[src/tpdose_pkg.sv]
// shared types, constants and helpers for the two-pump ratio dosing controller
// no dependencies; used by the result and configuration interfaces, the top level and the testbench
package tpdose_pkg;

    // tick counter width and the width of a counter times a ratio digit
    localparam int COUNT_WIDTH = 32;
    localparam int PROD_WIDTH  = COUNT_WIDTH + 4;

    typedef logic [COUNT_WIDTH-1:0] cnt_t;
    typedef logic [PROD_WIDTH-1:0]  prod_t;
    typedef logic [1:0]             phase_t;
    typedef logic [3:0]             ratio_t;

    // phase codes
    localparam phase_t PH_WAIT_RATIO = 2'd0;
    localparam phase_t PH_WAIT_START = 2'd1;
    localparam phase_t PH_PUMP_ONE   = 2'd2;
    localparam phase_t PH_PUMP_TWO   = 2'd3;

    // command codes of an input word
    localparam logic CMD_BYTE = 1'b0;
    localparam logic CMD_TICK = 1'b1;

    // configuration register indexes
    localparam int         CFG_IDX_WIDTH  = 2;
    localparam logic [1:0] CFG_START_CHAR = 2'd0;
    localparam logic [1:0] CFG_MAX_RATIO  = 2'd1;

    // ascii digits and the ratio scale
    localparam logic [7:0] CHAR_ONE   = 8'h31;
    localparam logic [7:0] CHAR_NINE  = 8'h39;
    localparam ratio_t     RATIO_BASE = 4'd10;

    // reset values of the configuration registers
    localparam logic [7:0] START_CHAR_RST = 8'd57;
    localparam ratio_t     MAX_RATIO_RST  = 4'd5;

    // indicator and pump drives that belong to each phase
    typedef struct packed {
        logic red;
        logic yellow;
        logic green;
        logic pump_one;
        logic pump_two;
    } drive_t;

    function automatic drive_t phase_drive(input phase_t ph);
        drive_t d;
        d = '0;
        case (ph)
            PH_WAIT_RATIO:
            begin
                d.red    = 1'b1;
                d.yellow = 1'b1;
                d.green  = 1'b1;
            end
            PH_WAIT_START:
            begin
                d.red = 1'b1;
            end
            PH_PUMP_ONE:
            begin
                d.yellow   = 1'b1;
                d.pump_one = 1'b1;
            end
            PH_PUMP_TWO:
            begin
                d.green    = 1'b1;
                d.pump_two = 1'b1;
            end
            default:
            begin
                d = '0;
            end
        endcase
        return d;
    endfunction

endpackage

[src/dose_in_if.sv]
// input channel: received bytes and time ticks with valid/ready
// no dependencies
interface dose_in_if;
    logic       valid;
    logic       ready;
    logic       command;
    logic [7:0] rx_byte;
    logic       level_full;

    modport source (output valid, output command, output rx_byte, output level_full,
                    input ready);
    modport sink (input valid, input command, input rx_byte, input level_full,
                  output ready);
endinterface

[src/dose_out_if.sv]
// result channel: indicator, pump, phase and echo fields with valid/ready
// depends on tpdose_pkg for the phase type
interface dose_out_if;
    logic                 valid;
    logic                 ready;
    logic                 red_led;
    logic                 yellow_led;
    logic                 green_led;
    logic                 pump_one_on;
    logic                 pump_two_on;
    tpdose_pkg::phase_t   phase_now;
    logic                 echo_valid;
    logic [7:0]           echo_byte;

    modport source (output valid, output red_led, output yellow_led, output green_led,
                    output pump_one_on, output pump_two_on, output phase_now,
                    output echo_valid, output echo_byte, input ready);
    modport sink (input valid, input red_led, input yellow_led, input green_led,
                  input pump_one_on, input pump_two_on, input phase_now,
                  input echo_valid, input echo_byte, output ready);
endinterface

[src/dose_cfg_if.sv]
// configuration write channel: register index and write data with valid/ready
// depends on tpdose_pkg for the index width
interface dose_cfg_if;
    logic                                  valid;
    logic                                  ready;
    logic [tpdose_pkg::CFG_IDX_WIDTH-1:0]  index;
    logic [7:0]                            data;

    modport source (output valid, output index, output data, input ready);
    modport sink (input valid, input index, input data, output ready);
endinterface

[src/two_pump_ratio_dosing_controller.sv]
// two-pump ratio dosing controller, top level
// a word's result is registered at the edge that accepts the word
// throughput: one word per cycle while the result register is free; state and result register update in a single pass
// the output register frees for a new word whenever its result is taken in the same cycle
// reset (rst_n low, asynchronous): wait-for-ratio phase, counters cleared, start char 57,
// max ratio 5, no result pending
module two_pump_ratio_dosing_controller (
    input  logic            clk,
    input  logic            rst_n,
    dose_in_if.sink         in_ch,
    dose_out_if.source      out_ch,
    dose_cfg_if.sink        cfg
);

    // configuration registers
    logic [7:0]          start_char_reg;
    tpdose_pkg::ratio_t  max_ratio_reg;

    // controller state
    tpdose_pkg::phase_t  phase_reg, phase_next;
    tpdose_pkg::ratio_t  ratio_reg, ratio_next;
    tpdose_pkg::cnt_t    first_cnt_reg, first_cnt_next;
    tpdose_pkg::cnt_t    second_cnt_reg, second_cnt_next;
    // running products first_cnt*ratio and second_cnt*(10-ratio), kept by adding
    // the digit on each counted tick so the stop test is one add and compare
    tpdose_pkg::prod_t   first_prod_reg, first_prod_next;
    tpdose_pkg::prod_t   second_prod_reg, second_prod_next;

    // result register
    logic                out_valid_reg;
    tpdose_pkg::phase_t  out_phase_reg;
    logic                out_echo_valid_reg;
    logic [7:0]          out_echo_byte_reg;

    logic                in_fire;
    logic                digit_ok;
    tpdose_pkg::ratio_t  rest;
    tpdose_pkg::drive_t  drive;

    // the result register frees when empty or drained this cycle
    assign in_ch.ready = !out_valid_reg || out_ch.ready;
    assign in_fire     = in_ch.valid && in_ch.ready;
    assign cfg.ready   = 1'b1;

    // ascii '1'..'9' not above the limit; the low nibble is the digit value
    assign digit_ok = (in_ch.rx_byte >= tpdose_pkg::CHAR_ONE)
                   && (in_ch.rx_byte <= tpdose_pkg::CHAR_NINE)
                   && (in_ch.rx_byte[3:0] <= max_ratio_reg);

    assign rest = tpdose_pkg::RATIO_BASE - ratio_reg;

    // next state for the word at the input
    always_comb
    begin
        phase_next       = phase_reg;
        ratio_next       = ratio_reg;
        first_cnt_next   = first_cnt_reg;
        second_cnt_next  = second_cnt_reg;
        first_prod_next  = first_prod_reg;
        second_prod_next = second_prod_reg;
        if (in_ch.command == tpdose_pkg::CMD_BYTE)
        begin
            case (phase_reg)
                tpdose_pkg::PH_WAIT_RATIO:
                begin
                    if (digit_ok)
                    begin
                        ratio_next = in_ch.rx_byte[3:0];
                        phase_next = tpdose_pkg::PH_WAIT_START;
                    end
                end
                tpdose_pkg::PH_WAIT_START:
                begin
                    // start char clears both counters and their products
                    if (in_ch.rx_byte == start_char_reg)
                    begin
                        first_cnt_next   = '0;
                        second_cnt_next  = '0;
                        first_prod_next  = '0;
                        second_prod_next = '0;
                        phase_next       = tpdose_pkg::PH_PUMP_ONE;
                    end
                end
                default:
                begin
                    // bytes while pumping are only echoed
                end
            endcase
        end
        else
        begin
            case (phase_reg)
                tpdose_pkg::PH_PUMP_ONE:
                begin
                    // saturating count; a stuck counter stops its product too
                    if (first_cnt_reg != '1)
                    begin
                        first_cnt_next  = first_cnt_reg + 1'b1;
                        first_prod_next = first_prod_reg + tpdose_pkg::prod_t'(ratio_reg);
                    end
                    if (in_ch.level_full)
                        phase_next = tpdose_pkg::PH_PUMP_TWO;
                end
                tpdose_pkg::PH_PUMP_TWO:
                begin
                    if (second_cnt_reg != '1)
                    begin
                        second_cnt_next  = second_cnt_reg + 1'b1;
                        second_prod_next = second_prod_reg + tpdose_pkg::prod_t'(rest);
                    end
                    // second volume has passed its share of the first
                    if (second_prod_next > first_prod_reg)
                    begin
                        phase_next = tpdose_pkg::PH_WAIT_RATIO;
                        ratio_next = '0;
                    end
                end
                default:
                begin
                    // ticks while waiting change nothing
                end
            endcase
        end
    end

    // configuration writes; indexes beyond the list are ignored
    always_ff @(posedge clk or negedge rst_n)
    begin
        if (!rst_n)
        begin
            start_char_reg <= tpdose_pkg::START_CHAR_RST;
            max_ratio_reg  <= tpdose_pkg::MAX_RATIO_RST;
        end
        else if (cfg.valid)
        begin
            case (cfg.index)
                tpdose_pkg::CFG_START_CHAR: start_char_reg <= cfg.data;
                tpdose_pkg::CFG_MAX_RATIO:  max_ratio_reg  <= cfg.data[3:0];
                default:                    ;
            endcase
        end
    end

    // controller state
    always_ff @(posedge clk or negedge rst_n)
    begin
        if (!rst_n)
        begin
            phase_reg       <= tpdose_pkg::PH_WAIT_RATIO;
            ratio_reg       <= '0;
            first_cnt_reg   <= '0;
            second_cnt_reg  <= '0;
            first_prod_reg  <= '0;
            second_prod_reg <= '0;
        end
        else if (in_fire)
        begin
            phase_reg       <= phase_next;
            ratio_reg       <= ratio_next;
            first_cnt_reg   <= first_cnt_next;
            second_cnt_reg  <= second_cnt_next;
            first_prod_reg  <= first_prod_next;
            second_prod_reg <= second_prod_next;
        end
    end

    // result valid flag
    always_ff @(posedge clk or negedge rst_n)
    begin
        if (!rst_n)
            out_valid_reg <= 1'b0;
        else if (in_fire)
            out_valid_reg <= 1'b1;
        else if (out_ch.ready)
            out_valid_reg <= 1'b0;
    end

    // result payload, shows the state after the word
    always_ff @(posedge clk)
    begin
        if (in_fire)
        begin
            out_phase_reg      <= phase_next;
            out_echo_valid_reg <= (in_ch.command == tpdose_pkg::CMD_BYTE);
            out_echo_byte_reg  <= (in_ch.command == tpdose_pkg::CMD_BYTE) ? in_ch.rx_byte
                                                                           : 8'd0;
        end
    end

    // indicator and pump drives follow the phase
    assign drive = tpdose_pkg::phase_drive(out_phase_reg);

    assign out_ch.valid       = out_valid_reg;
    assign out_ch.red_led     = drive.red;
    assign out_ch.yellow_led  = drive.yellow;
    assign out_ch.green_led   = drive.green;
    assign out_ch.pump_one_on = drive.pump_one;
    assign out_ch.pump_two_on = drive.pump_two;
    assign out_ch.phase_now   = out_phase_reg;
    assign out_ch.echo_valid  = out_echo_valid_reg;
    assign out_ch.echo_byte   = out_echo_byte_reg;

endmodule

[src/flat_wrapper.sv]
// flat-port wrapper written by rule: the top's interface ports become plain ports
module two_pump_ratio_dosing_controller_flat 
  (clk, rst_n, in_ch_valid, in_ch_command, in_ch_rx_byte, in_ch_level_full, in_ch_ready, out_ch_valid, out_ch_red_led, out_ch_yellow_led, out_ch_green_led, out_ch_pump_one_on, out_ch_pump_two_on, out_ch_phase_now, out_ch_echo_valid, out_ch_echo_byte, out_ch_ready, cfg_valid, cfg_index, cfg_data, cfg_ready);
  dose_in_if in_ch_i ();
  dose_out_if out_ch_i ();
  dose_cfg_if cfg_i ();
  input  logic clk;
  input  logic rst_n;
  input wire logic [$bits(in_ch_i.valid)-1:0] in_ch_valid;
  input wire logic [$bits(in_ch_i.command)-1:0] in_ch_command;
  input wire logic [$bits(in_ch_i.rx_byte)-1:0] in_ch_rx_byte;
  input wire logic [$bits(in_ch_i.level_full)-1:0] in_ch_level_full;
  output wire logic [$bits(in_ch_i.ready)-1:0] in_ch_ready;
  output wire logic [$bits(out_ch_i.valid)-1:0] out_ch_valid;
  output wire logic [$bits(out_ch_i.red_led)-1:0] out_ch_red_led;
  output wire logic [$bits(out_ch_i.yellow_led)-1:0] out_ch_yellow_led;
  output wire logic [$bits(out_ch_i.green_led)-1:0] out_ch_green_led;
  output wire logic [$bits(out_ch_i.pump_one_on)-1:0] out_ch_pump_one_on;
  output wire logic [$bits(out_ch_i.pump_two_on)-1:0] out_ch_pump_two_on;
  output wire logic [$bits(out_ch_i.phase_now)-1:0] out_ch_phase_now;
  output wire logic [$bits(out_ch_i.echo_valid)-1:0] out_ch_echo_valid;
  output wire logic [$bits(out_ch_i.echo_byte)-1:0] out_ch_echo_byte;
  input wire logic [$bits(out_ch_i.ready)-1:0] out_ch_ready;
  input wire logic [$bits(cfg_i.valid)-1:0] cfg_valid;
  input wire logic [$bits(cfg_i.index)-1:0] cfg_index;
  input wire logic [$bits(cfg_i.data)-1:0] cfg_data;
  output wire logic [$bits(cfg_i.ready)-1:0] cfg_ready;
  assign in_ch_i.valid = in_ch_valid;
  assign in_ch_i.command = in_ch_command;
  assign in_ch_i.rx_byte = in_ch_rx_byte;
  assign in_ch_i.level_full = in_ch_level_full;
  assign in_ch_ready = in_ch_i.ready;
  assign out_ch_valid = out_ch_i.valid;
  assign out_ch_red_led = out_ch_i.red_led;
  assign out_ch_yellow_led = out_ch_i.yellow_led;
  assign out_ch_green_led = out_ch_i.green_led;
  assign out_ch_pump_one_on = out_ch_i.pump_one_on;
  assign out_ch_pump_two_on = out_ch_i.pump_two_on;
  assign out_ch_phase_now = out_ch_i.phase_now;
  assign out_ch_echo_valid = out_ch_i.echo_valid;
  assign out_ch_echo_byte = out_ch_i.echo_byte;
  assign out_ch_i.ready = out_ch_ready;
  assign cfg_i.valid = cfg_valid;
  assign cfg_i.index = cfg_index;
  assign cfg_i.data = cfg_data;
  assign cfg_ready = cfg_i.ready;
  two_pump_ratio_dosing_controller u_core (.clk(clk), .rst_n(rst_n), .in_ch(in_ch_i), .out_ch(out_ch_i), .cfg(cfg_i));
endmodule
[config.mk]
export PLATFORM = sky130hd
export DESIGN_NAME = two_pump_ratio_dosing_controller_flat
export DESIGN_NICKNAME = d
export VERILOG_FILES = /design/src/tpdose_pkg.sv /design/src/dose_in_if.sv /design/src/dose_out_if.sv /design/src/dose_cfg_if.sv /design/src/two_pump_ratio_dosing_controller.sv /design/src/flat_wrapper.sv
export SDC_FILE = /design/constraint.sdc
export NUM_CORES = 1
export LEC_CHECK = 0
export BUFFER_PORTS_ARGS = -buffer_cell sky130_fd_sc_hd__buf_4
export CORE_MARGIN = 10
export CORE_UTILIZATION = 45
export CTS_BUF_LIST = sky130_fd_sc_hd__clkbuf_8
export DETAILED_ROUTE_END_ITERATION = 12
export HOLD_SLACK_MARGIN = 0.03
export PLACE_DENSITY_LB_ADDON = 0.15
export SLEW_MARGIN = 20
export SYNTH_ARGS = -nofsm -noshare
export SYNTH_HDL_FRONTEND = slang
export SYNTH_SLANG_ARGS = --single-unit
[constraint.sdc]
create_clock -name clk -period 12.15 [get_ports clk]
set_input_delay 1.8225 -clock clk [delete_from_list [all_inputs] [get_ports clk]]
set_output_delay 1.8225 -clock clk [all_outputs]
set_load 0.05 [all_outputs]
==> Yosys cells after proc, flatten, opt, wreduce, memory -nomap -nowiden <==
Cells that the tools add are included.
{ "op_classes": {"mux": 37, "n_reduce_logical": 22, "eq_ne": 15, "order_cmp": 4, "n_addsub": 5, "bitwise": 1} }
{ "op_table": {"columns": ["cell", "count"], "rows": [
  ["2-to-1 mux 36 bit", 10],
  ["2-to-1 mux 32 bit", 8],
  ["adder 36 x 4 -> 36 bit", 2],
  ["adder 32 x 1 -> 32 bit, second input constant", 2],
  ["inequality test 32 bit, second input constant", 2],
  ["> comparator 36 bit", 1],
  ["2-to-1 mux 4 bit", 5],
  ["AND reduction 5 bit", 3],
  ["2-to-1 mux 2 bit", 5],
  ["inequality test 2 x 1 -> 1 bit, second input constant", 5],
  ["nonzero test 2 bit", 5],
  ["== test 2 bit, second input constant", 4],
  ["== test 8 bit", 1],
  ["greater-or-equal comparator 8 x 6 -> 1 bit, second input constant", 1],
  ["<= comparator 8 x 6 -> 1 bit, second input constant", 1],
  ["one-hot mux 2 bit (2 select lines)", 2],
  ["2-to-1 mux 1 bit", 7],
  ["== test 2 x 1 -> 1 bit, second input constant", 3],
  ["logical NOT 2 bit", 3],
  ["OR reduction 2 bit", 3],
  ["<= comparator 4 bit", 1],
  ["AND reduction 2 bit", 2],
  ["AND reduction 4 bit", 1],
  ["subtractor 4 bit, first input constant", 1],
  ["4 further kinds", 6]
]} }
{ "totals": {"out_inout_bits": 19, "reg_bits": 166, "word_cells": 96, "inputBits": 25} }

==> Longest topological paths before layout <==
Gate-level depths: netlist of run 1.
{ "depth": {"ltp_word": 9, "depth_mapped": 17, "depth_no_buf": 17} }

==> Worst setup path before layout of run 1 <==
No wires, ideal clock.
{ "synth_timing": {"kind": "input to output", "start": "input out_ch_ready", "end": "output in_ch_ready", "required_time_ps": 10327, "path_stages": 1, "path_buffers": 0, "slack_ps": 8022, "arrival_ps": 2306, "cell_sequence": "nand2b_1"} }
{ "synth_via": {"elab_chain_len": 1} }
{ "synth_lines": {"columns": ["element", "line", "source"], "rows": [
  ["start, declared", "flat_wrapper.sv:23", "input wire logic [$bits(out_ch_i.ready)-1:0] out_ch_ready;"],
  ["logical OR 1 bit", "two_pump_ratio_dosing_controller.sv:41", "assign in_ch.ready = !out_valid_reg || out_ch.ready;"],
  ["end, declared", "flat_wrapper.sv:13", "output wire logic [$bits(in_ch_i.ready)-1:0] in_ch_ready;"]
]} }
Every way passes these cells.

==> Worst setup path after layout of run 1 <==
{ "layout_timing": {"start": "register u_core.ratio_reg[0]", "end": "register u_core.phase_reg[1]"} }
{ "layout_via": {"elab_chain_len": 9} }
{ "layout_lines": {"columns": ["element", "line", "source"], "rows": [
  ["start, declared", "two_pump_ratio_dosing_controller.sv:21", "tpdose_pkg::ratio_t ratio_reg, ratio_next;"],
  ["start signal, assigned", "two_pump_ratio_dosing_controller.sv:159", "ratio_reg <= ratio_next;"],
  ["subtractor 4 bit", "two_pump_ratio_dosing_controller.sv:50", "assign rest = tpdose_pkg::RATIO_BASE - ratio_reg;"],
  ["adder 36 x 4 -> 36 bit", "two_pump_ratio_dosing_controller.sv:109", "second_prod_next = second_prod_reg + tpdose_pkg::prod_t'(rest);"],
  ["2-to-1 mux 36 bit", "two_pump_ratio_dosing_controller.sv:106", "if (second_cnt_reg != '1)"],
  ["2-to-1 mux 36 bit", "two_pump_ratio_dosing_controller.sv:92", "case (phase_reg)"],
  ["2-to-1 mux 36 bit", "two_pump_ratio_dosing_controller.sv:61", "if (in_ch.command == tpdose_pkg::CMD_BYTE)"],
  ["> comparator 36 bit", "two_pump_ratio_dosing_controller.sv:112", "if (second_prod_next > first_prod_reg)"],
  ["2-to-1 mux 2 bit", "two_pump_ratio_dosing_controller.sv:112", null],
  ["one-hot mux 2 bit (2 select lines)", "two_pump_ratio_dosing_controller.sv:92", null],
  ["2-to-1 mux 2 bit", "two_pump_ratio_dosing_controller.sv:61", null],
  ["end signal, assigned", "two_pump_ratio_dosing_controller.sv:149", "phase_reg <= tpdose_pkg::PH_WAIT_RATIO;"],
  ["end signal, assigned", "two_pump_ratio_dosing_controller.sv:158", "phase_reg <= phase_next;"],
  ["end, declared", "two_pump_ratio_dosing_controller.sv:20", "tpdose_pkg::phase_t phase_reg, phase_next;"]
]} }
Every way passes these cells. The select of a mux whose other input is x is not followed.
A chain may end at the register's enable or synchronous reset.

==> out/qor.csv, run 1 <==
metric,value,unit
vias in the first global route,7740,
clock skew,15.45,ps
post-route setup slack,7219,ps
H-tree Lvls,4,
CP peak stage delay,620,ps
Starting Density,46.06,%
# rows,54,
Remaining DRCs,0,
simple-gate share of the synthesized area,23.71,%
"FF+latch count, synth",166,
cells on worst reg2reg path,16,
largest family of logic cells by synthesized area,simple AND/OR/NAND/NOR gates,
Placed Area,10700,sq um
CP max FO,10,
leakage power,4.988,nW
Synth Area in Compound Gates,10.35,%
nature of the critical path endpoint,flip-flop,
mux cell area share after synthesis,1.825,%
1st-pass router iterations,7,
Critical Path AT,5270,ps
Setup crit start kind,flip-flop,
core area,22030,sq um
All-Layer GR Usage,17.08,%
r2r endpoint,u_core.phase_reg[1],
"count leader, synth",dfrtp_1,
critical path class,flip-flop to flip-flop,
initial DRC count,594,
"Primary FF master, synth",dfrtp_1,
Hold Crit Class,flip-flop to flip-flop,
max-slew violation count,0,
hold path depth,1,
clock-pin transition on the worst setup and hold timing paths,80,ps
leading area contributor after synthesis,dfrtp_1,
Achievable Freq,202.8,MHz
Via Count,7930,
fill count,2092,
PortBufs,42,
IO Count,44,
Worst EP required,12490,ps
min cycle time layout,4931,ps
remaining global-route overflow,0,
layout cells sized above 1,10.06,%
CP max-delay cell,nor4_4,
Syn Area/Cell,9.165,sq um
Commonest cells post-synth,"149 x dfrtp_1, 115 x nor2_1, 82 x nand2_1, 76 x xnor2_1, 74 x nand3_1",
Final Hold Viols,0,
min-delay src,u_core.second_cnt_reg[3],
Synth Instances,1107,
flop2flop setup slack,7220,ps
Hold EP,u_core.second_cnt_reg[3],
P&R area growth vs syn,9.903,%
Ys Warns,0,
Clock Tree Buf Depth,2,
RSZ-0062 raised after global routing,false,
hold buffers post-CTS,0,
ys async rst share,93.37,%
CTS sink cnt,166,
Yosys cell types,60,
post-synthesis net count,1189,
Die Y,170.2,um
HPWL Detailed,16.52,mm
RD Place Congestion,0.7984,
Power Density,114.2,nW/um^2
first-pass GRT wire length,40.26,mm
dpl ws,7222,ps
share of the synthesized area in the top cell type,36.75,%
TritonCTS clock tree,done,
initial antenna violation count,0,
"Setup violations, final",0,
placed cells,1391,
fin cells,1423,
combined area of all synthesized cells,10150,sq um
"Clk Latency, worst-skew pair",470,ps
Post-Route WL,23.66,mm
post-route ant nets,0,
status,"finished, final reports clean",
Slew headroom,37.51,%
fin crit share,40.58,%
fin nets,1212,
Die X-Extent,170.2,um
R2R Path Start,u_core.ratio_reg[0],
cts repair resizes,0,
CTS Buf Count,17,
Vias/cell,5.573,
largest net degree at the start of global routing,96,
crit path cell chain,ha_1 -> xor2_1 -> ha_1 -> a21oi_1 -> o21ba_2 -> nor4_4 -> nand4_1 -> xnor2_1 -> ha_1 -> nand4_1 -> nor4_1 -> nand3_1 -> a21oi_1 -> nor4_1 -> o41a_1 -> o21bai_1,
Peak supply drop,0.05411,mV
setup bufs post-CTS,0,
final instance area,11150,sq um
WL per Instance,16.63,um
root cell of the clock tree,clkbuf_8,
setup TNS,0,ps
number of synthesized flops with an enable pin,11,
Post-Synth Adder-Cell Area,7.177,%
Worst Max-Slew Pin Slew,928.8,ps
"Top cell by count, worst path",ha_1,
Max-Cap Viols,0,
XOR/XNOR share of the synthesized area,11.31,%
Synth area leaders,"dfrtp_1 37%, ha_1 6.8%, xnor2_1 6.6%",
die area,28950,sq um
antenna cell count,0,
register area share after synthesis,41.56,%
metrics by stage:
stage          power, mW  hold WS (ps)  utilization [%]
6_report           1.273         508.7            50.62
2_1_floorplan     0.7580         458.7                -
5_1_grt            1.335         540.0            50.62
3_5_place_dp      0.8282         494.7            48.57
3_3_place_gp      0.8269         482.2            48.57
4_1_cts            1.283         504.7            50.60
cell families after synthesis:
logic type                 Yosys count
and+or+nand+nor                    462
AOI/OAI and AO/OA                  168
DFF                                166
xor gates and xnor gates           131
buffers and inverters              105
adders and majority gates           57
muxes                               17
other                                1
cell usage in the layout (no fill, tap or decap), types with 8 or more instances in the layout:
cell type / n
nand3_1: 74
xor2_1: 55
a21oi_1: 45
nand2_1: 82
buf_4: 48
nor4_1: 17
and3_1: 29
o21ai_0: 53
and2_1: 8
nor2_1: 113
and4_1: 22
nor3_1: 20
o31ai_1: 14
nand4_1: 52
a21o_1: 13
edfxtp_1: 11
ha_1: 55
mux2_2: 12
nand2b_1: 9
dfrtp_1: 149
inv_1: 60
clkbuf_8: 18
xnor2_1: 76
a31oi_1: 14
nor2b_1: 8
worst max-delay path, delay by kind of cell, from the launching register on:
kind                     cells  cell delay [ps]
AND/OR/NAND/NOR              6             2000
AO/OA/AOI/OAI                5             1140
adder cells (fa/ha/maj)      3              870
flip-flops                   1              450
XOR/XNOR                     2              360
cell type report:
cell class	instances	area (sq um)	area share, %
Clock buffer	18	247.7	2.222
Clock inverter	14	198.9	1.784
Inverter	60	225.2	2.020
Multi-Input combinational cell	836	5540	49.69
Sequential cell	166	4217	37.81
Tap cell	280	350.3	3.142
Timing Repair Buffer	49	371.6	3.333
how the worst max path moves through the flow:
stage,start,to,depth (start not counted)
after global routing,u_core.ratio_reg[1],u_core.phase_reg[1],17
final,u_core.ratio_reg[0],u_core.phase_reg[1],16
after floorplan,out_ch_ready,in_ch_ready,1
after global placement,u_core.ratio_reg[1],u_core.ratio_reg[0],16
after detailed placement,u_core.ratio_reg[1],u_core.phase_reg[1],17
after CTS,u_core.ratio_reg[1],u_core.phase_reg[1],17
where the power goes:
group          switching (mW)  internal [mW]
registers              0.0244          0.588
logic                   0.130         0.0735
clock network           0.225          0.232
metal layers:
metal	track usage [%]	wire, um	up-vias
met5	0	0	-
met4	5.530	422	0
met3	2.962	848	30
met2	26.99	11030	120
met1	23.29	11360	3823
li1	-	-	3957
No activity file was read; power rests on OpenSTA's default activity.
==> run 2, diff against run 1 <==
--- a/config.mk
+++ b/config.mk
@@ -5,6 +5,7 @@
 export SDC_FILE = /design/constraint.sdc
 export NUM_CORES = 1
 export LEC_CHECK = 0
+export ABC_AREA = 1
 export BUFFER_PORTS_ARGS = -buffer_cell sky130_fd_sc_hd__buf_4
 export CORE_MARGIN = 10
 export CORE_UTILIZATION = 45
==> constraint.sdc (replaced) <==
create_clock -name clk -period 5.2 [get_ports clk]
set_input_delay 0.78 -clock clk [delete_from_list [all_inputs] [get_ports clk]]
set_output_delay 0.78 -clock clk [all_outputs]
set_load 0.05 [all_outputs]
==> run 2 against run 1 <==
Worst hold slack got worse by 190 ps. Register-to-register slack got worse by 6200 ps. First-iteration DRC count increased by 83%. Clock power increased by 130%. Clock skew increased by 6.1 ps. Largest cell class unchanged.
==> out/qor.csv, run 2 <==
metric,value,unit,change
status,"finished, final reports clean",,
Setup crit start kind,flip-flop,,
1st-pass router iterations,7,,unchanged
hold buffers post-CTS,0,,unchanged
Reg power frac,42.2,%,-5.9 points
Post-Route WL,34.11,mm,+44%
Critical Path AT,4620,ps,-650 ps
Hold Crit Class,input pin to async pin,,
Slew headroom,34.45,%,-3.1 points
largest net degree at the start of global routing,109,,+14%
sw power,1.514,mW,+300%
first-pass GRT wire length,55.78,mm,+39%
initial antenna violation count,0,,unchanged
final core utilization,48.99,%,-1.6 points
fin crit share,81.01,%,+40 points
combinational power share,31.4,%,+15 points
IO Count,44,,unchanged
ys async rst share,93.37,%,unchanged
nature of the critical path endpoint,flip-flop,,
CTS sink cnt,166,,unchanged
Ys Warns,0,,unchanged
layout cells sized above 1,6.570,%,-3.5 points
WL per Instance,15.96,um,-4.0%
fin cells,2137,,+50%
crit path cell chain,ha_1 -> xor2_1 -> ha_1 -> a21oi_1 -> nand2_1 -> nand2_1 -> o21ai_0 -> nand3_1 -> xor2_1 -> a21oi_1 -> ha_1 -> nand2_1 -> nor2_1 -> nand2_1 -> nor2_1 -> nand3_1 -> nand2_1 -> nor2_1 -> nand2_1 -> nand2_1 -> a21oi_1 -> nand2_1 -> nand2_1,,
CP peak stage delay,450,ps,-170 ps
Starting Density,45.40,%,-0.67 points
All-Layer GR Usage,20.51,%,+3.4 points
"Top cell by count, worst path",nand2_1,,
Clock Tree Buf Depth,2,,unchanged
"Setup violations, final",0,,unchanged
TritonCTS clock tree,done,,
remaining global-route overflow,0,,unchanged
HPWL Detailed,25.61,mm,+55%
min cycle time layout,4212,ps,-718.6 ps
"commonest non-fill, non-tap cell in the layout",nand2_1,,
P_int,2.413,mW,+170%
RD Place Congestion,0.9710,,+22%
Hold WS,318.7,ps,-190.0 ps
combined area of all synthesized cells,12170,sq um,+20%
cts repair resizes,0,,unchanged
CP max-delay cell,dfrtp_1,,
die area,34010,sq um,+17%
fin nets,1865,,+54%
Synth Instances,1761,,+59%
vias in the first global route,10668,,+38%
critical path class,flip-flop to flip-flop,,
# rows,60,,+11%
leading area contributor after synthesis,dfrtp_1,,
max-slew violation count,0,,unchanged
clock-pin transition on the worst setup and hold timing paths,100,ps,+20 ps
Worst Max-Slew Pin Slew,983.2,ps,+54.44 ps
Commonest cells post-synth,"528 x nand2_1, 234 x nor2_1, 193 x inv_1, 149 x dfrtp_1",,
CTS Buf Count,17,,unchanged
"FF+latch count, synth",166,,unchanged
Power Density,299.1,nW/um^2,+160%
CP max FO,6,,-4
R2R Path Start,u_core.ratio_reg[0],,
core area,26800,sq um,+22%
Vias/cell,5.216,,-6.4%
number of synthesized flops with an enable pin,11,,unchanged
Die X-Extent,184.4,um,+8.4%
Remaining DRCs,0,,unchanged
root cell of the clock tree,clkbuf_8,,
Peak supply drop,0.1634,mV,+200%
share of the synthesized area in the top cell type,30.65,%,-6.1 points
clock skew,21.51,ps,+6.053 ps
"Primary FF master, synth",dfrtp_1,,
setup TNS,0,ps,unchanged
leakage power,5.866,nW,+18%
Syn Area/Cell,6.909,sq um,-25%
Synth area leaders,"dfrtp_1 31%, nand2_1 16%, xor2_1 7.7%",,
most frequent cells in the layout,"528 x nand2_1, 233 x nor2_1, 194 x inv_1, 149 x dfrtp_1",,
post-synthesis net count,1843,,+55%
setup bufs post-CTS,0,,unchanged
register area share after synthesis,34.66,%,-6.9 points
Worst EP required,5610,ps,-6880 ps
Switching Fraction,38.55,%,+8.8 points
fill count,2735,,+31%
"count leader, synth",nand2_1,,
Via Count,11147,,+41%
"Clk Latency, worst-skew pair",470,ps,about the same
initial DRC count,1089,,+83%
Yosys cell types,48,,-20%
RSZ-0062 raised after global routing,false,,
Clk pwr share,26.4,%,-9.5 points
P&R area growth vs syn,7.919,%,
Die Y,184.4,um,+8.4%
Max-Cap Viols,0,,unchanged
post-route ant nets,0,,unchanged
H-tree Lvls,4,,unchanged
antenna cell count,0,,unchanged
Setup crit start,u_core.ratio_reg[0],,
placed cells,2105,,+51%
PortBufs,42,,unchanged
Achievable Freq,237.4,MHz,+17%
Final Hold Viols,0,,unchanged
==> run 2: per-layer routing <==
metal	part of all wire [%]	vias to the layer above	global-route usage (%)
li1	-	5647	-
met1	48	5180	28.49
met2	45	288	32.35
met3	5.7	32	3.623
met4	1.3	0	4.818
met5	0	-	0
==> run 2: critical path, delay by kind of cell, from the launching register on <==
| family | cells | cell delay, ps |
|---|---|---|
| and+or+nand+nor | 14 | 1600 |
| adders and majority gates | 3 | 910 |
| AOI/OAI and AO/OA | 4 | 840 |
| DFF | 1 | 450 |
| xor gates and xnor gates | 2 | 320 |
==> run 2: power groups by stage <==
stage          combinational [mW]  sequential [mW]  clock [mW]
5_1_grt                      1.42             1.68        1.11
3_5_place_dp                 1.23             1.68           0
6_report                     1.23             1.66        1.04
4_1_cts                      1.24             1.65        1.06
3_3_place_gp                 1.21             1.67           0
2_1_floorplan               0.897             1.65           0
==> run 2: kinds of logic (layout without fill, tap and decap cells) <==
| kind of cell | Yosys count | count (layout) | synth area share [%] |
|---|---|---|---|
| AOI/OAI and AO/OA | 184 | 184 | 8.248 |
| xor gates and xnor gates | 120 | 120 | 8.638 |
| adders and majority gates | 57 | 57 | 5.985 |
| buffers and inverters | 246 | 281 | 8.330 |
| DFF | 166 | 166 | 34.66 |
| muxes | 4 | 4 | 0.3702 |
| other | 1 | 1 | 0.03082 |
| and+or+nand+nor | 983 | 983 | 33.74 |
==> run 2: final timing paths <==
path	end	slack, ps	cells past startpoint
setup / recovery	u_core.ratio_reg[0]	990	23
hold / removal	u_core.first_cnt_reg[2]	320	1
setup reg to reg	u_core.ratio_reg[0]	990	23
hold reg to reg	u_core.second_prod_reg[35]	490	2
max in group asynchronous	u_core.start_char_reg[6]	3780	2
min in group clk	u_core.second_prod_reg[35]	490	2
==> run 2: layout make-up <==
| type | count | area [sq um] | share of cell area, % |
|---|---|---|---|
| clock inverter | 14 | 175.2 | 1.334 |
| timing repair buffer | 49 | 371.6 | 2.830 |
| multi-input combinational | 1349 | 6939 | 52.85 |
| sequential | 166 | 4217 | 32.11 |
| tap | 341 | 426.7 | 3.249 |
| inverter | 200 | 753.2 | 5.737 |
| clock buffer | 18 | 247.7 | 1.887 |
==> run 2: metrics by stage <==
step	instance area [sq um]	power [mW]	setup slack (ps)
floorplan	12170	2.546	1852
global placement	12710	2.885	1190
detailed placement	12710	2.904	1093
CTS	13130	3.952	1058
global route	13130	4.213	483.8
finish	13130	3.927	987.6
==> run 3, diff against run 2 <==
==> constraint.sdc (replaced) <==
create_clock -name clk -period 3.78 [get_ports clk]
set_input_delay 0.567 -clock clk [delete_from_list [all_inputs] [get_ports clk]]
set_output_delay 0.567 -clock clk [all_outputs]
set_load 0.05 [all_outputs]
==> run 3 against run 2 <==
Sequential cell count did not move. Count of clock-buffer cells in the layout fell by 1. Utilization rose by 2.9 points. Fmax rose by 15%. Die area did not move. Clock power rose by 37%. Critical endpoint is now u_core.ratio_reg[1]. Largest cell class unchanged.
==> out/qor.csv, run 3 (same netlist as run 2, synthesis figures left out) <==
metric,value,unit,change
Peak supply drop,0.2150,mV,+32%
status,"finished, final reports clean",,
Slew headroom,37.91,%,+3.5 points
largest net degree at the start of global routing,78,,-28%
critical path class,flip-flop to flip-flop,,
nature of the critical path endpoint,flip-flop,,
fin crit share,96.98,%,+16 points
All-Layer GR Usage,20.78,%,+0.27 points
Max-Cap Viols,0,,unchanged
max-slew violation count,0,,unchanged
P&R area growth vs syn,14.31,%,
"commonest non-fill, non-tap cell in the layout",nand2_1,,
Final Hold Viols,0,,unchanged
vias in the first global route,10877,,+2.0%
flop2flop setup slack,110,ps,-870 ps
fin nets,1912,,+2.5%
Die X-Extent,184.4,um,unchanged
IO Count,44,,unchanged
CP max-delay cell,dfrtp_1,,
"Clk Latency, worst-skew pair",480,ps,about the same
CP max FO,5,,-1
Critical Path AT,4040,ps,-580 ps
remaining global-route overflow,0,,unchanged
Clock Tree Buf Depth,2,,unchanged
die area,34010,sq um,unchanged
total power,5.728,mW,+46%
Remaining DRCs,0,,unchanged
Starting Density,45.40,%,unchanged
CTS Buf Count,17,,unchanged
clock skew,28.95,ps,+7.442 ps
Hold Crit Class,input pin to async pin,,
core area,26800,sq um,unchanged
leakage power,6.176,nW,+5.3%
H-tree Lvls,4,,unchanged
placed cells,2146,,+1.9%
Worst EP required,4160,ps,-1450 ps
r2r endpoint,u_core.ratio_reg[1],,
Post-Route WL,34.58,mm,+1.4%
initial antenna violation count,0,,unchanged
"Setup violations, final",0,,unchanged
cells on worst reg2reg path,28,,+22%
Achievable Freq,272.8,MHz,+15%
Setup crit start kind,flip-flop,,
# rows,60,,unchanged
register area,4217,sq um,unchanged
Die Y,184.4,um,unchanged
PortBufs,42,,unchanged
initial DRC count,860,,-21%
most frequent cells in the layout,"508 x nand2_1, 219 x nor2_1, 189 x inv_1, 149 x dfrtp_1, 105 x o21ai_0",,
HPWL Detailed,25.87,mm,+0.99%
CP peak stage delay,430,ps,-20 ps
TritonCTS clock tree,done,,
Vias/cell,5.235,,+0.37%
Power Density,411.8,nW/um^2,+38%
root cell of the clock tree,clkbuf_8,,
first-pass GRT wire length,56.83,mm,+1.9%
Worst Max-Slew Pin Slew,931.4,ps,-51.82 ps
"Top cell by count, worst path",nand2_2,,
Via Count,11434,,+2.6%
area of the multi-input gates,7292,sq um,+5.1%
WL per Instance,15.84,um,-0.78%
post-route ant nets,0,,unchanged
min cycle time layout,3666,ps,-546.7 ps
layout cells sized above 1,12.81,%,+6.2 points
antenna cell count,0,,unchanged
RD Place Congestion,0.9282,,-4.4%
RSZ-0062 raised after global routing,true,,
clock-pin transition on the worst setup and hold timing paths,120,ps,+20 ps
CTS sink cnt,166,,unchanged
fin cells,2184,,+2.2%
critical path buffer and inverter count,5,,+5
R2R Path Start,u_core.ratio_reg[0],,
1st-pass router iterations,5,,-2
fill count,2617,,-4.3%
CP top delay family,simple AND/OR/NAND/NOR gates,,
==> run 3: cell count changes in the layout (fill, tap and decap cells not counted), sizes merged <==
cell / previous run / this run
bufinv: 3 / 1
clkbuf: 18 / 17
buf: 49 / 96
clkinv: 6 / 9
==> run 3: per-stage QoR <==
stage	cell area, sq um	TNS [ps]	hold WS (ps)	util (%)	worst slack [ps]
after floorplan	12170	0	271.4	-	432.3
after global placement	13050	-812.1	469.6	48.70	-151.6
after detailed placement	13050	-1106	468.8	48.70	-200.8
after CTS	13560	0	130.7	50.59	2.033
after global routing	13910	-865.6	166.7	51.90	-144.1
final	13910	0	128.5	51.90	114.3
==> run 3: per-layer routing <==
layer	wire [um]	up-vias	global-route usage (%)
li1	-	5746	-
met4	661	0	5.769
met2	15680	258	32.40
met3	1749	42	3.682
met5	0	-	0
met1	16490	5388	28.83
==> run 3: what timing repair did <==
| item | in CTS | in global routing |
|---|---|---|
| endpoints found under the hold margin | 0 | 0 |
| gates resized for setup | 17 | 82 |
| gates cloned | 0 | 0 |
| setup buffers | 0 | 6 |
| setup endpoints to repair | 8 | 8 |
| pin swaps | 3 | 47 |
| hold buffers | 0 | 0 |
==> run 3: power breakdown <==
group          internal (mW)  total [mW]  switching (mW)
sequential              2.03        2.27           0.238
combinational          0.809        2.04            1.23
clock                  0.574        1.42           0.842
total                   3.42        5.73            2.31
==> run 3: worst max-delay path by stage <==
stage	from	endpoint	slack, ps	cells past startpoint
5_1_grt	u_core.ratio_reg[1]	u_core.ratio_reg[1]	-140	26
2_1_floorplan	u_core.ratio_reg[1]	u_core.ratio_reg[0]	430	26
3_5_place_dp	u_core.ratio_reg[0]	u_core.ratio_reg[1]	-200	24
3_3_place_gp	u_core.ratio_reg[0]	u_core.ratio_reg[3]	-150	24
4_1_cts	u_core.ratio_reg[0]	u_core.ratio_reg[1]	2	26
6_report	u_core.ratio_reg[0]	u_core.ratio_reg[1]	110	28
==> run 3: cell type report <==
type	instances	area share [%]
Multi-Input combinational cell	1349	52.43
Sequential cell	166	30.32
Timing Repair Buffer	96	5.533
Inverter	200	5.470
Tap cell	341	3.068
Clock buffer	17	1.682
Clock inverter	15	1.502
